==> config.mk <==
export PLATFORM = sky130hd
export DESIGN_NAME = nmea_sentence_checksum_checker_core_flat
export DESIGN_NICKNAME = d
export VERILOG_FILES = /design/src/hw/rtl/nscc_pkg.sv /design/src/hw/rtl/nscc_if.sv /design/src/hw/rtl/nscc_parser.sv /design/src/hw/rtl/nscc_out_stage.sv /design/src/hw/rtl/nmea_sentence_checksum_checker_core.sv /design/src/flat_wrapper.sv
export SDC_FILE = /design/constraint.sdc
export NUM_CORES = 1
export LEC_CHECK = 0
export BUFFER_PORTS_ARGS = -buffer_cell sky130_fd_sc_hd__buf_4
export CAP_MARGIN = 10
export CORE_MARGIN = 4
export CORE_UTILIZATION = 45
export CTS_CLUSTER_DIAMETER = 60
export DETAILED_ROUTE_END_ITERATION = 16
export PLACE_DENSITY = 0.68
export SLEW_MARGIN = 20
export SYNTH_ARGS = -nofsm -noshare
export SYNTH_HDL_FRONTEND = slang
export SYNTH_SLANG_ARGS = --single-unit
==> constraint.sdc <==
create_clock -name clk -period 5 [get_ports clk]
set_clock_uncertainty 0.1 [all_clocks]
set_input_delay 0.25 -clock clk [delete_from_list [all_inputs] [get_ports clk]]
set_output_delay 0.25 -clock clk [all_outputs]
set_load 0.02 [all_outputs]
==> src/hw/rtl/nscc_pkg.sv <==
// ----------------------------------------------------------------------------
// nscc_pkg
// Shared types and constants of the NMEA sentence checksum checker.
// ----------------------------------------------------------------------------
`default_nettype none

package nscc_pkg;

	// longest sentence before overflow is reported at MAX_LEN-1 bytes
	localparam int MAX_LEN = 128;

	// opcode of an input word
	localparam logic OP_BYTE = 1'b0;
	localparam logic OP_TICK = 1'b1;

	// report status codes
	localparam logic [1:0] ST_GOOD     = 2'd0;
	localparam logic [1:0] ST_BAD      = 2'd1;
	localparam logic [1:0] ST_OVERFLOW = 2'd2;
	localparam logic [1:0] ST_TIMEOUT  = 2'd3;

	// characters of interest
	localparam logic [7:0] CH_DOLLAR  = 8'h24;
	localparam logic [7:0] CH_STAR    = 8'h2A;
	localparam logic [7:0] CH_NEWLINE = 8'h0A;
	localparam logic [7:0] CH_ZERO    = 8'h30;
	localparam logic [7:0] CH_NINE    = 8'h39;
	localparam logic [7:0] CH_UPPER_A = 8'h41;
	localparam logic [7:0] CH_UPPER_F = 8'h46;

	typedef struct packed {
		logic [1:0] status;
		logic [6:0] sentence_length;
		logic [7:0] computed_sum;
		logic [7:0] received_sum;
	} report_t;

	// report raised by the parser for the result register
	typedef struct packed {
		logic    valid;
		report_t rpt;
	} evt_t;

endpackage

`default_nettype wire

==> src/hw/rtl/nscc_if.sv <==
// ----------------------------------------------------------------------------
// nscc_if
// Valid/ready channels of the checker: received words in, reports out.
// ----------------------------------------------------------------------------
`default_nettype none

interface nscc_rx_if;
	logic       valid;
	logic       ready;
	logic       opcode;
	logic [7:0] byte_value;

	modport source (output valid, output opcode, output byte_value, input ready);
	modport sink (input valid, input opcode, input byte_value, output ready);
endinterface

interface nscc_rpt_if;
	logic       valid;
	logic       ready;
	logic [1:0] status;
	logic [6:0] sentence_length;
	logic [7:0] computed_sum;
	logic [7:0] received_sum;

	modport source (output valid, output status, output sentence_length,
		output computed_sum, output received_sum, input ready);
	modport sink (input valid, input status, input sentence_length,
		input computed_sum, input received_sum, output ready);
endinterface

`default_nettype wire

==> src/hw/rtl/nscc_parser.sv <==
// ----------------------------------------------------------------------------
// nscc_parser
// Sentence state and its update: dollar hunt, running xor, hex checksum,
// length and tick counting, and the report raised on an accepted word.
// ----------------------------------------------------------------------------
`default_nettype none

module nscc_parser (
	input  wire               clk,
	input  wire               arst_n,
	input  wire               accept,
	input  wire               opcode,
	input  wire  [7:0]        byte_value,
	input  wire  [15:0]       timeout_ticks,
	output nscc_pkg::evt_t    evt
);
	import nscc_pkg::*;

	localparam logic [2:0] PH_HUNT = 3'd0;
	localparam logic [2:0] PH_BODY = 3'd1;
	localparam logic [2:0] PH_HI   = 3'd2;
	localparam logic [2:0] PH_LO   = 3'd3;
	localparam logic [2:0] PH_TAIL = 3'd4;

	localparam logic [6:0] LEN_LIMIT = 7'(MAX_LEN - 1);

	logic [2:0]  phase_q,    phase_d;
	logic [7:0]  xor_q,      xor_d;
	logic [7:0]  sent_q,     sent_d;
	logic [6:0]  count_q,    count_d;
	logic [15:0] tick_q,     tick_d;

	logic [15:0] tick_inc;
	logic [6:0]  count_inc;
	logic        in_sentence;

	// hex digit value, anything outside 0-9 and A-F reads as zero
	function automatic logic [3:0] hex_value(input logic [7:0] b);
		logic [7:0] off;
		off = 8'h00;
		if (b >= CH_ZERO && b <= CH_NINE) begin
			off = b - CH_ZERO;
		end else if (b >= CH_UPPER_A && b <= CH_UPPER_F) begin
			off = b - CH_UPPER_A + 8'd10;
		end
		return off[3:0];
	endfunction

	assign tick_inc    = tick_q + 16'd1;
	assign count_inc   = count_q + 7'd1;
	assign in_sentence = (phase_q >= PH_BODY) && (phase_q <= PH_TAIL);

	// next state and report for the word on the input
	always_comb begin
		phase_d   = phase_q;
		xor_d     = xor_q;
		sent_d    = sent_q;
		count_d   = count_q;
		tick_d    = tick_q;
		evt.valid = 1'b0;
		evt.rpt   = '{status: ST_GOOD, sentence_length: count_q,
			computed_sum: xor_q, received_sum: sent_q};

		if (opcode == OP_TICK) begin
			tick_d = tick_inc;
			if (tick_inc >= timeout_ticks) begin
				evt.valid          = 1'b1;
				evt.rpt.status     = ST_TIMEOUT;
			end
		end else if (!in_sentence) begin
			if (byte_value == CH_DOLLAR) begin
				phase_d = PH_BODY;
				xor_d   = 8'h00;
				sent_d  = 8'h00;
				count_d = 7'd1;
			end
		end else begin
			count_d = count_inc;
			if (byte_value == CH_NEWLINE) begin
				evt.valid               = 1'b1;
				evt.rpt.sentence_length = count_inc;
				if (phase_q == PH_BODY || sent_q != xor_q) begin
					evt.rpt.status = ST_BAD;
				end
			end else begin
				case (phase_q)
					PH_BODY: begin
						if (byte_value == CH_STAR) begin
							phase_d = PH_HI;
						end else begin
							xor_d = xor_q ^ byte_value;
						end
					end
					PH_HI: begin
						sent_d  = {hex_value(byte_value), 4'h0};
						phase_d = PH_LO;
					end
					PH_LO: begin
						sent_d  = sent_q + {4'h0, hex_value(byte_value)};
						phase_d = PH_TAIL;
					end
					default: begin
					end
				endcase
				if (count_inc >= LEN_LIMIT) begin
					evt.valid = 1'b1;
					evt.rpt   = '{status: ST_OVERFLOW, sentence_length: count_inc,
						computed_sum: xor_d, received_sum: sent_d};
				end
			end
		end

		// any report starts a fresh hunt
		if (evt.valid) begin
			phase_d = PH_HUNT;
			xor_d   = 8'h00;
			sent_d  = 8'h00;
			count_d = 7'd0;
			tick_d  = 16'd0;
		end
	end

	// sentence state
	always_ff @(posedge clk or negedge arst_n) begin
		if (!arst_n) begin
			phase_q <= PH_HUNT;
			xor_q   <= 8'h00;
			sent_q  <= 8'h00;
			count_q <= 7'd0;
			tick_q  <= 16'd0;
		end else if (accept) begin
			phase_q <= phase_d;
			xor_q   <= xor_d;
			sent_q  <= sent_d;
			count_q <= count_d;
			tick_q  <= tick_d;
		end
	end

endmodule

`default_nettype wire

==> src/hw/rtl/nscc_out_stage.sv <==
// ----------------------------------------------------------------------------
// nscc_out_stage
// Result register between the parser and the report channel; frees the
// input side whenever the held report is empty or being taken.
// ----------------------------------------------------------------------------
`default_nettype none

module nscc_out_stage (
	input  wire                  clk,
	input  wire                  arst_n,
	input  wire                  accept,
	input  nscc_pkg::evt_t       evt,
	input  wire                  taken_ready,
	output logic                 space,
	output logic                 valid,
	output nscc_pkg::report_t    rpt
);
	import nscc_pkg::*;

	logic    valid_q;
	report_t rpt_q;

	assign space = !valid_q || taken_ready;
	assign valid = valid_q;
	assign rpt   = rpt_q;

	// valid flag
	always_ff @(posedge clk or negedge arst_n) begin
		if (!arst_n) begin
			valid_q <= 1'b0;
		end else if (accept && evt.valid) begin
			valid_q <= 1'b1;
		end else if (taken_ready) begin
			valid_q <= 1'b0;
		end
	end

	// report payload
	always_ff @(posedge clk) begin
		if (accept && evt.valid) begin
			rpt_q <= evt.rpt;
		end
	end

endmodule

`default_nettype wire

==> src/hw/rtl/nmea_sentence_checksum_checker_core.sv <==
// ----------------------------------------------------------------------------
// nmea_sentence_checksum_checker_core
// NMEA 0183 sentence checksum checker, one received byte or tick per word.
// ----------------------------------------------------------------------------
// Takes one word per clock while rx.ready is up: a received byte or a tick.
// After a '$' it xors every byte up to '*', decodes the two hex characters
// that follow and raises a report with status (good or bad on newline,
// overflow at the length limit, timeout on ticks), length and both sums.
// rx.ready only drops while a report is held and report.ready is low. A
// report is offered the cycle after its word. timeout_ticks is written via
// cfg_we/cfg_wdata while idle; the user must ensure it, the block does not.
`default_nettype none

module nmea_sentence_checksum_checker_core (
	input  wire         clk,
	input  wire         arst_n,
	input  wire         cfg_we,
	input  wire  [15:0] cfg_wdata,
	nscc_rx_if.sink     rx,
	nscc_rpt_if.source  report
);
	import nscc_pkg::*;

	logic [15:0] timeout_q;
	logic        accept;
	logic        space;
	evt_t        evt;
	report_t     rpt;

	assign rx.ready = space;
	assign accept   = rx.valid && space;

	// timeout register
	always_ff @(posedge clk or negedge arst_n) begin
		if (!arst_n) begin
			timeout_q <= 16'd1000;
		end else if (cfg_we) begin
			timeout_q <= cfg_wdata;
		end
	end

	nscc_parser u_parser (
		.clk           (clk),
		.arst_n        (arst_n),
		.accept        (accept),
		.opcode        (rx.opcode),
		.byte_value    (rx.byte_value),
		.timeout_ticks (timeout_q),
		.evt           (evt)
	);

	nscc_out_stage u_out (
		.clk         (clk),
		.arst_n      (arst_n),
		.accept      (accept),
		.evt         (evt),
		.taken_ready (report.ready),
		.space       (space),
		.valid       (report.valid),
		.rpt         (rpt)
	);

	// report payload onto the channel
	assign report.status          = rpt.status;
	assign report.sentence_length = rpt.sentence_length;
	assign report.computed_sum    = rpt.computed_sum;
	assign report.received_sum    = rpt.received_sum;

endmodule

`default_nettype wire

==> src/flat_wrapper.sv <==
// flat-port wrapper written by rule: the top's interface ports become plain ports
module nmea_sentence_checksum_checker_core_flat import nscc_pkg::*;
  (clk, arst_n, cfg_we, cfg_wdata, rx_valid, rx_opcode, rx_byte_value, rx_ready, report_valid, report_status, report_sentence_length, report_computed_sum, report_received_sum, report_ready);
  nscc_rx_if rx_i ();
  nscc_rpt_if report_i ();
  input  wire clk;
  input  wire arst_n;
  input  wire cfg_we;
  input  wire  [15:0] cfg_wdata;
  input wire logic [$bits(rx_i.valid)-1:0] rx_valid;
  input wire logic [$bits(rx_i.opcode)-1:0] rx_opcode;
  input wire logic [$bits(rx_i.byte_value)-1:0] rx_byte_value;
  output wire logic [$bits(rx_i.ready)-1:0] rx_ready;
  output wire logic [$bits(report_i.valid)-1:0] report_valid;
  output wire logic [$bits(report_i.status)-1:0] report_status;
  output wire logic [$bits(report_i.sentence_length)-1:0] report_sentence_length;
  output wire logic [$bits(report_i.computed_sum)-1:0] report_computed_sum;
  output wire logic [$bits(report_i.received_sum)-1:0] report_received_sum;
  input wire logic [$bits(report_i.ready)-1:0] report_ready;
  assign rx_i.valid = rx_valid;
  assign rx_i.opcode = rx_opcode;
  assign rx_i.byte_value = rx_byte_value;
  assign rx_ready = rx_i.ready;
  assign report_valid = report_i.valid;
  assign report_status = report_i.status;
  assign report_sentence_length = report_i.sentence_length;
  assign report_computed_sum = report_i.computed_sum;
  assign report_received_sum = report_i.received_sum;
  assign report_i.ready = report_ready;
  nmea_sentence_checksum_checker_core u_core (.clk(clk), .arst_n(arst_n), .cfg_we(cfg_we), .cfg_wdata(cfg_wdata), .rx(rx_i), .report(report_i));
endmodule
## Word level (Yosys, flattened, before mapping)

Index checks and enable logic that the tools add are counted.

| operators by class | value |
|---|---|
| add/sub/neg operators | 6 |
| $mul | 0 |
| divide/modulo/power cells | 0 |
| order comparisons | 8 |
| eq/ne operators | 11 |
| shifts and indexed selects | 0 |
| mux-type cells | 41 |
| bitwise operators | 1 |
| reduce and logical (&&, ||, !) cells | 15 |

Operator list:

| kind | number |
|---|---|
| $mux W8 | 11 |
| $mux W26 | 2 |
| $mux W16 | 3 |
| $mux W7 | 4 |
| $mux W3 | 8 |
| $mux W4 | 6 |
| $mux W23 | 1 |
| $add A16 B1 Y16 const B | 1 |
| $eq A8 B6 Y1 const B | 2 |
| $ge A16 B16 Y1 | 1 |
| $pmux W8 S2 | 1 |
| $mux W10 | 1 |
| $pmux W3 S3 | 1 |
| $add A8 B4 Y8 | 1 |
| $eq A8 B4 Y1 const B | 1 |
| $ge A8 B6 Y1 const B | 1 |
| $ge A8 B7 Y1 const B | 1 |
| $le A8 B6 Y1 const B | 1 |
| $le A8 B7 Y1 const B | 1 |
| $ne A8 B8 Y1 | 1 |
| $sub A4 B1 Y4 const B | 2 |
| $xor A8 B8 Y8 | 1 |
| $add A7 B1 Y7 const B | 1 |
| $ge A7 B7 Y1 const B | 1 |
| other kinds (19) | 28 |

| word-level totals | value |
|---|---|
| register bits after elaboration | 84 |
| bits in latches | 0 |
| memory bits (writable) | 0 |
| memory bits (read-only) | 0 |
| bits of input ports | 30 |
| output and inout bits | 27 |
| word-level logic and storage cells | 93 |
| memories | 0 |

## Longest topological paths before layout

Gate-level depths: netlist (run 1).

| depth | value |
|---|---|
| word-level depth | 16 |
| mapped depth | 15 |
| gate-level depth less buffers | 14 |

## Modules after synthesis

From an unflattened synthesis (run 1), not the netlist that was laid out.

| second synthesis, totals | value |
|---|---|
| cell total of the unflattened synthesis | 524 |
| area, all modules | 5337.6 µm² |

By module, submodules not included:

| module | times used | cells an instance | area each (µm²) | sequential area each (µm²) |
|---|---|---|---|---|
| nscc_parser | 1 | 459 | 3871.2 | 1051.0 |
| nscc_out_stage | 1 | 30 | 803.3 | 775.7 |
| nmea_sentence_checksum_checker_core | 1 | 35 | 663.1 | 407.9 |

## Worst setup path before layout (run 1)

Ideal clock, no wire load.

| timing path | value |
|---|---|
| kind | reg-to-reg |
| start point | register u_core.u_parser.tick_q[0] |
| end point | register u_core.u_out.rpt_q, in the netlist u_core.u_out.rpt[0], enable pin |
| setup time | 380 ps |
| arrival time | 3118 ps |
| required time | 4520 ps |
| path slack | 1403 ps |
| cell stages (with the launch flop) | 14 |
| buffers on the path | 1 |
| period minus slack after synthesis | 3597 ps |
| cells stage by stage | dfrtp_1 ha_1 nand2_1 nor3_1 nand4_1 or2_2 nand2_1 ha_1 nand2_1 nor4_1 a31o_2 clkbuf_1 o21ai_1 inv_1 |

| between the ends | value |
|---|---|
| longest elaborated chain between the ends | 5 |

RTL lines:

| element | line | text |
|---|---|---|
| start: declaration | nscc_parser.sv:31 | `logic [15:0] tick_q, tick_d;` |
| start signal: assignment | nscc_parser.sv:136 | `tick_q <= tick_d;` |
| $add A16 B1 Y16 | nscc_parser.sv:49 | `assign tick_inc = tick_q + 16'd1;` |
| $ge A16 B16 Y1 | nscc_parser.sv:66 | `if (tick_inc >= timeout_ticks) begin` |
| $mux W3 | nscc_parser.sv:66 |  |
| $mux W3 | nscc_parser.sv:64 | `if (opcode == OP_TICK) begin` |
| $logic_and A1 B1 Y1 | nscc_out_stage.sv:40 | `if (accept && evt.valid) begin` |
| end signal: assignment | nscc_out_stage.sv:41 | `rpt_q <= evt.rpt;` |
| end: declaration | nscc_out_stage.sv:21 | `report_t rpt_q;` |

Every way passes these cells.
A chain may end at the register's enable or synchronous reset.

## Worst setup path in the final report (run 1)

| timing path | value |
|---|---|
| start point | register u_core.u_parser.tick_q[0] |
| end point | register u_core.u_out.rpt_q, in the netlist u_core.u_out.rpt[1], enable pin |

Same word-level chain as after synthesis.

==> results of run 1 <==
-- flip-flops by register name (all words and copies together), names as in the netlist --
signal / cells
u_core.u_parser.count_q: 7
u_core.u_out.rpt: 25
u_core.u_parser.phase_q: 3
u_core.u_parser.tick_q: 16
u_core.timeout_q: 16
u_core.u_parser.xor_q: 8
u_core.u_out.valid: 1
u_core.u_parser.sent_q: 8
-- cells in the mapped netlist, types with 12 or more instances --
library cell  instances  share of area
ha_1                 29          0.068
clkbuf_1             17          0.012
nand2_1              75          0.053
o21ai_0              42          0.040
nor2_1               29          0.020
a21oi_1              22          0.021
o31ai_1              12          0.017
edfxtp_1             25           0.14
dfrtp_1              53           0.25
nand3_1              16          0.015
xor2_1               17          0.028
a22o_1               21          0.035
inv_1                31          0.022
-- worst reg2reg max path: cells and delay by family (launching register included) --
kind                       cells  cell delay (ns)
and+or+nand+nor                6             1.25
buffers and inverters          2             0.53
DFF                            1             0.44
adders and majority gates      2             0.45
AOI/OAI and AO/OA              4             0.95
-- kinds of logic after synthesis --
| family | after synthesis |
|---|---|
| AO/OA/AOI/OAI | 160 |
| flip-flops | 84 |
| buffers and inverters | 59 |
| adder cells (fa/ha/maj) | 30 |
| XOR/XNOR | 28 |
| multiplexers | 8 |
| AND/OR/NAND/NOR | 183 |
-- power by group --
part | leakage [nW] | switching (mW) | internal [mW]
registers | 0.933 | 0.220 | 0.895
clock network | 0.153 | 0.269 | 0.426
logic | 1.49 | 0.647 | 0.456
-- layout make-up --
cell class                 instances  area, sq um  share of cell area
timing repair buffer              62          468              0.0762
inverter                          31          116              0.0189
sequential                        84         2230               0.364
clock buffer                      16          314              0.0511
multi-input combinational        409         2830               0.461
tap                              143          179              0.0291
-- worst max-delay path by stage --
stage                                    startpoint  cells after the start                  end  slack (ns)
after floorplan           u_core.u_parser.tick_q[0]                     13  u_core.u_out.rpt[0]        1.40
after global placement    u_core.u_parser.tick_q[0]                     14  u_core.u_out.rpt[0]        1.18
after detailed placement  u_core.u_parser.tick_q[2]                     13  u_core.u_out.rpt[1]        1.02
after CTS                 u_core.u_parser.tick_q[0]                     14  u_core.u_out.rpt[3]        0.99
after global routing      u_core.u_parser.tick_q[2]                     13  u_core.u_out.rpt[3]        0.58
final                     u_core.u_parser.tick_q[0]                     14  u_core.u_out.rpt[1]        1.00
-- metal layers --
layer	wire [microns]	part of all wire
met3	706	0.056
met1	5680	0.45
met4	272	0.022
met2	5950	0.47
met5	0	0
-- stage by stage --
stage	power (mW)	hold slack (ns)
detailed placement	2.21	0.284
finish	2.91	0.0168
global placement	2.17	0.277
CTS	2.92	0.00366
global route	3.11	0.0177
floorplan	1.90	-0.146
-- repair_timing --
action / in CTS / in global routing
endpoints found under the setup margin: 0 / 0
endpoints found under the hold margin: 53 / 0
resized for setup: 0 / 0
hold buffers: 1 / 0
==> impl_metrics.json, run 1 <==
{
  "status": "finished, final reports clean",
  "cts_buffers": 9,
  "first_pass_iters": 5,
  "syn_to_final_growth_pct": 15.6,
  "antenna_found_initial": 0,
  "rsz0062_at_grt": "no",
  "routabilityCongestion": 0.897,
  "hp-start": "cfg_wdata[4]",
  "n_fill_cell": 999,
  "critPathMaxStageDelay_ns": 0.44,
  "synth_nets": 612,
  "hpwlAfterDp_mm": 9.08,
  "cp_common_cell": "nand2_1",
  "grt_busiest_layer": "met2",
  "relSlewSlack": 0.392,
  "hold_depth": 3,
  "grt_pass1_vias": 4294,
  "timing.rr.end": "u_core.u_out.rpt[1]",
  "overflow": 0,
  "diodes": 0,
  "crit_family": "simple AND/OR/NAND/NOR gates",
  "clk_path_buf_depth": 2,
  "layout_setup_ws_ns": 1.00,
  "finalMaxSlewViolations": 0,
  "pre_cts_slack_ns": 1.02,
  "vias": 4385,
  "critPathRequiredTime_ns": 4.97,
  "final_cell_mix": "nand2_1, buf_4, dfrtp_1, o21ai_0, inv_1",
  "max_freq_ghz": 0.250,
  "final_cell_area_sq_um": 6140,
  "die-area_sq_um": 13600,
  "worst_hold_path_type": "primary input to flop",
  "dp_cells": 728,
  "setup_viol": 0,
  "syn_inst": 552,
  "fp-row-count": 39,
  "synthArstFlopShare": 0.702,
  "period_needed_ns": 4.00,
  "drt.antenna.violating_nets": 0,
  "cts.sinks": 84,
  "maxCapViolCount": 0,
  "drive_gt1_frac": 0.188,
  "finalCritPeriodShare": 0.800,
  "drc": 0,
  "timing.reg2reg.setup_slack_ns": 1.00,
  "tns_ns": 0,
  "synth_top_family_by_area": "compound AO/OA/AOI/OAI gates",
  "slowest_stage": "dfrtp_1",
  "crit_path_end_kind": "flop",
  "post-cts-setup-buffers": 0,
  "path_cells": "ha_1, nand2_1, nor3_1, nand4_1, or2_2, nand2_1, ha_1, nand2_1, o21ai_0, a22o_1, a31o_2, o21ai_1, inv_1, buf_4",
  "synth_flop_cell": "dfrtp_1",
  "use_met1": 0.262,
  "die_w_microns": 117,
  "yosys_warnings": 0,
  "synth_xor_area_frac": 0.0462,
  "synthMuxAreaShare": 0.0165,
  "min_to": "u_core.timeout_q[4]",
  "htreeDepth": 3,
  "tightest_slew_ns": 0.911,
  "synth-edff-count": 25,
  "synth_compound_area_frac": 0.224,
  "gr-usage-met3": 0.0306,
  "hold_viol": 0,
  "syn_area_per_cell_sq_um": 9.62,
  "grt_util_met2": 0.323,
  "die_h_microns": 117,
  "dpl_cell_area_sq_um": 5820,
  "worstSkewPairLatency_ns": 0.34,
  "path_max_fanout": 20,
  "p_per_area_nw_per_um2": 474,
  "ios": 57,
  "root_buffer": "clkbuf_16",
  "clkTransAtPathRegs_ns": 0.06,
  "fin_util": 0.536,
  "cts_tree": "built",
  "synthAdderAreaFrac": 0.0721,
  "grt_pass1_wl_mm": 21.2,
  "final_common_cell": "nand2_1",
  "leakagePower_nw": 2.57,
  "via_per_inst": 5.89,
  "synthDistinctLibCells": 71,
  "cp.arrival_ns": 3.97,
  "coreArea_sq_um": 11500,
  "drt_wl_total_mm": 12.6,
  "worstRegToRegCells": 14,
  "start_util": 0.463,
  "yosysSeqAreaShare": 0.421,
  "synth_seq_cells": 84,
  "irDropWorstVdd_uv": 217,
  "synth-simple-area-share": 0.174,
  "crit_type": "flop to flop",
  "crit_buf_inv": 2,
  "final_nets": 657,
  "r2r_start": "u_core.u_parser.tick_q[0]",
  "drt_iter0_markers": 243,
  "critPathLaunchType": "flop",
  "syn_area_sq_um": 5310,
  "grt_max_degree": 60,
  "port_buffers": 56,
  "layoutNonFillerInstCount": 745,
  "grt.total_usage": 0.198,
  "wl_per_cell_microns": 16.9
}
(Power assumes the default switching activity.)
==> inputs of run 2 (changes only) <==
Settings changed: PLACE_DENSITY 0.68 to 0.7.
Clock period 5 ns to 3.3 ns, I/O delays scaled along.
==> impl_metrics.json, run 2 (synthesis gave the netlist of run 1 again) <==
{
  "dp_cells": 770,
  "drc": 0,
  "fin_util": 0.608,
  "critPathLaunchType": "flop",
  "finalCritPeriodShare": 0.981,
  "wl_per_cell_microns": 16.9,
  "path_cells": "nand3_4, nor3_4, nand4_1, or3_1, nand2_2, ha_4, a21oi_2, o21ai_2, a22o_1, a31o_4, buf_6, o31a_1, buf_12, o32ai_4",
  "grt.total_usage": 0.211,
  "rsz0062_at_grt": "yes",
  "crit_type": "flop to flop",
  "routabilityCongestion": 1.01,
  "grt_busiest_layer": "met2",
  "die-area_sq_um": 13600,
  "worstRegToRegCells": 14,
  "grt_pass1_wl_mm": 22.5,
  "clkTransAtPathRegs_ns": 0.06,
  "hpwlAfterDp_mm": 9.57,
  "slowest_stage": "dfrtp_1",
  "cts.sinks": 84,
  "timing.reg2reg.setup_slack_ns": 0.06,
  "cts_buffers": 9,
  "die_w_microns": 117,
  "timing.hold.ws_ns": 0.0689,
  "htreeDepth": 3,
  "r2r_start": "u_core.u_parser.tick_q[3]",
  "worst_hold_path_type": "primary input to flop",
  "timing.critical_path.to": "u_core.u_parser.sent_q[7]",
  "path_max_fanout": 6,
  "use_met1": 0.264,
  "setup_viol": 0,
  "irDropWorstVdd_uv": 423,
  "root_buffer": "clkbuf_16",
  "crit_path_end_kind": "flop",
  "coreArea_sq_um": 11500,
  "clk_path_buf_depth": 2,
  "maxCapViolCount": 0,
  "overflow": 0,
  "die_h_microns": 117,
  "drive_gt1_frac": 0.301,
  "vias": 4649,
  "ios": 57,
  "antenna_found_initial": 0,
  "cp.arrival_ns": 3.39,
  "critPathMaxStageDelay_ns": 0.41,
  "finalMaxSlewViolations": 0,
  "timing.rr.end": "u_core.u_parser.sent_q[7]",
  "drt_iter0_markers": 257,
  "grt_pass1_vias": 4703,
  "relSlewSlack": 0.472,
  "grt_max_degree": 60,
  "layoutNonFillerInstCount": 817,
  "leakagePower_nw": 2.95,
  "drt.antenna.violating_nets": 0,
  "drt_wl_total_mm": 13.8,
  "p_per_area_nw_per_um2": 670,
  "start_util": 0.463,
  "max_freq_ghz": 0.309,
  "first_pass_iters": 6,
  "grt_util_met2": 0.366,
  "worstSkewPairLatency_ns": 0.35,
  "hold_viol": 0,
  "diodes": 0,
  "tightest_slew_ns": 0.791,
  "status": "finished, final reports clean",
  "critPathRequiredTime_ns": 3.45,
  "port_buffers": 56,
  "power_mw": 4.67,
  "final_cell_mix": "buf_4, nand2_1, dfrtp_1, o21ai_0, inv_1",
  "final_nets": 729,
  "fp-row-count": 39,
  "syn_to_final_growth_pct": 31.2,
  "via_per_inst": 5.69,
  "cts_tree": "built",
  "final_common_cell": "buf_4",
  "cp-startpoint": "u_core.u_parser.tick_q[3]",
  "period_needed_ns": 3.24,
  "gr-usage-met3": 0.0347,
  "largest_register_ffs": 25
}
## run 2: cell count changes in the layout (fill, tap and decap cells not counted), sizes merged
cell and change:
clkinvlp +1, inv -1, clkinv +2, clkbuf -2, buf +55, dlygate4sd3 +17
## run 2: timing repair
| item | CTS | global route |
|---|---|---|
| hold endpoints to repair | 70 | 0 |
| pin swaps | 1 | 22 |
| setup endpoints to repair | 6 | 67 |
| gates cloned | 0 | 1 |
| hold buffers | 18 | 0 |
| buffers inserted | 0 | 12 |
| gates resized for setup | 0 | 41 |
## run 2: worst max-delay path, delay by kind of cell, from the launching register on
kind | cells | cell delay, ns
compound gates | 6 | 1.04
fa+ha+maj | 1 | 0.21
simple gates | 5 | 1.10
buf+inv | 2 | 0.29
flops | 1 | 0.41
## run 2: where the power goes
group	internal [mW]	leakage [nW]	total (mW)	switching, mW
Clock	0.575	0.142	0.974	0.400
Sequential	1.36	0.930	1.69	0.329
Combinational	0.903	1.87	2.01	1.11
## run 2: stage by stage
step,instance area [sq um],TNS [ns],worst slack [ns]
floorplan,5370,0,0.000816
CTS,6660,0,0.00172
detailed placement,6190,-0.819,-0.262
finish,6970,0,0.0614
global placement,6190,-0.290,-0.110
global route,6970,-0.132,-0.0281
## run 2: worst min path at each step
stage                start              endpoint  slack (ns)  cells after the start
floorplan           arst_n   u_core.timeout_q[0]       -0.23                      0
global placement    arst_n  u_core.timeout_q[13]        0.20                      1
detailed placement  arst_n  u_core.timeout_q[13]        0.21                      1
CTS                 cfg_we   u_core.timeout_q[7]        0.05                      3
global route        cfg_we   u_core.timeout_q[7]        0.09                      3
finish              cfg_we   u_core.timeout_q[7]        0.07                      3
## run 2: final cells by class
cell class / count / area [sq um]
fill: 935 / 4500
multi-input combinational: 409 / 3060
sequential: 84 / 2240
timing repair buffer: 134 / 1090
clock buffer: 14 / 275
tap: 143 / 179
inverter: 31 / 120
clock inverter: 2 / 10.0
## run 2: routing by layer
metal | share of wire | vias up | wire length (microns)
met5 | 0 | - | 0
met4 | 0.018 | 0 | 254
met3 | 0.044 | 21 | 607
met2 | 0.51 | 107 | 7070
met1 | 0.43 | 2262 | 5880
li1 | - | 2259 | -
==> inputs of run 3 (changes only) <==
Settings changed: CORE_MARGIN 4 to default.
==> impl_metrics.json, run 3 (synthesis gave the netlist of run 1 again) <==
{
  "final_cell_mix": "buf_4, nand2_1, dfrtp_1, o21ai_0, inv_1",
  "drt.antenna.violating_nets": 0,
  "cts_buffers": 9,
  "relSlewSlack": 0.305,
  "final_nets": 709,
  "layout_setup_ws_ns": 0.0745,
  "antenna_found_initial": 0,
  "drt_iter0_markers": 219,
  "cp-startpoint": "u_core.u_parser.tick_q[2]",
  "pre_cts_slack_ns": -0.109,
  "path_max_fanout": 6,
  "cts.sinks": 84,
  "tns_ns": 0,
  "overflow": 0,
  "crit_path_end_kind": "flop",
  "leakagePower_nw": 2.84,
  "clk_path_buf_depth": 2,
  "crit_type": "flop to flop",
  "period_needed_ns": 3.23,
  "grt_max_degree": 60,
  "wl_per_cell_microns": 16.6,
  "die-area_sq_um": 12200,
  "grt_pass1_wl_mm": 21.8,
  "maxCapViolCount": 0,
  "rsz0062_at_grt": "yes",
  "drive_gt1_frac": 0.265,
  "regArea_sq_um": 2230,
  "diodes": 0,
  "finalCritPeriodShare": 0.977,
  "hold_viol": 0,
  "critPathLaunchType": "flop",
  "grt.total_usage": 0.224,
  "p_per_area_nw_per_um2": 679,
  "hpwlAfterDp_mm": 9.25,
  "drt_wl_total_mm": 13.2,
  "syn_to_final_growth_pct": 27.3,
  "first_pass_iters": 5,
  "coreArea_sq_um": 11500,
  "die_h_microns": 111,
  "setup_viol": 0,
  "largest_register_ffs": 25,
  "power_mw": 4.59,
  "max_freq_ghz": 0.310,
  "root_buffer": "clkbuf_16",
  "hp-start": "rx_valid",
  "ios": 57,
  "final_common_cell": "buf_4",
  "clkTransAtPathRegs_ns": 0.06,
  "cp.arrival_ns": 3.37,
  "via_per_inst": 5.83,
  "irDropWorstVdd_uv": 362,
  "finalMaxSlewViolations": 0,
  "fp-row-count": 39,
  "die_w_microns": 111,
  "status": "finished, final reports clean",
  "multi_input_area_sq_um": 3010,
  "start_util": 0.463,
  "htreeDepth": 3,
  "grt_pass1_vias": 4522,
  "tightest_slew_ns": 1.04,
  "n_fill_cell": 981,
  "cts_tree": "built",
  "routabilityCongestion": 1.00,
  "worst_hold_path_type": "primary input to flop",
  "critPathRequiredTime_ns": 3.44,
  "r2r_start": "u_core.u_parser.tick_q[2]",
  "drc": 0,
  "fin_util": 0.590,
  "worstSkewPairLatency_ns": 0.35,
  "vias": 4646,
  "port_buffers": 56
}
==> run 3: cell count changes in the layout (fill, tap and decap cells not counted), moves of 2 or more <==
cell / change
o21ai_1: +4
nand2_1: +3
o21ai_0: -3
nand2_2: -2
clkinv_1: +2
nand3_1: +2
dfrtp_2: -2
buf_4: -20
dfrtp_1: +2
nand3_2: -2
==> run 3: timing repair <==
action,4_1_cts,5_1_grt
setup buffers,0,6
resized for setup,0,34
setup endpoints to repair,0,63
hold endpoints to repair,69,0
hold buffers,17,0
==> run 3: through the flow <==
| step | hold WS, ns | cell area (sq um) | std cells |
|---|---|---|---|
| 2_1_floorplan | -0.231 | 5370 | 552 |
| 3_3_place_gp | 0.192 | 6110 | 757 |
| 3_5_place_dp | 0.201 | 6110 | 757 |
| 4_1_cts | 0.0640 | 6560 | 790 |
| 5_1_grt | 0.0646 | 6760 | 797 |
| 6_report | 0.0464 | 6760 | 797 |
==> run 3: worst max-delay path: stages, from the launching register on <==
cell     delay (ns)
dfrtp_1        0.40
nand3_4        0.12
nor3_4         0.26
nand4_1        0.23
or3_4          0.44
nand2_4        0.07
ha_4           0.20
a21oi_2        0.13
o21ai_1        0.07
a22o_1         0.19
a31o_4         0.24
buf_6          0.14
o31a_1         0.31
buf_6          0.15
o32ai_2        0.08
==> run 3: where the power goes <==
| group | switching [mW] | internal [mW] |
|---|---|---|
| registers | 0.321 | 1.36 |
| clock network | 0.402 | 0.581 |
| logic | 1.09 | 0.844 |
| total | 1.81 | 2.78 |
==> run 3: path summary, 6_finish.rpt <==
| check | endpoint | slack [ns] | cells after the start |
|---|---|---|---|
| min in group asynchronous | u_core.timeout_q[12] | 0.34 | 2 |
| worst max-delay path | u_core.u_parser.sent_q[7] | 0.07 | 14 |
| max in group asynchronous | u_core.u_out.valid | 2.26 | 2 |
| worst min-delay path | u_core.u_out.valid | 0.05 | 3 |
| worst max register to register | u_core.u_parser.sent_q[7] | 0.07 | 14 |
| worst min register to register | u_core.timeout_q[9] | 0.41 | 2 |
==> run 3: layout make-up <==
cell class / instances / share of cell area
Inverter: 31 / 0.0178
Clock inverter: 4 / 0.00629
Multi-Input combinational cell: 409 / 0.445
Sequential cell: 84 / 0.330
Timing Repair Buffer: 114 / 0.139
Tap cell: 143 / 0.0265
Clock buffer: 12 / 0.0350
==> run 3: per-layer routing <==
| layer | part of all wire | routed length (microns) | GRT usage |
|---|---|---|---|
| met1 | 0.42 | 5610 | 0.282 |
| met2 | 0.49 | 6500 | 0.374 |
| met3 | 0.052 | 692 | 0.0344 |
| met4 | 0.032 | 420 | 0.111 |
| met5 | 0 | 0 | 0 |
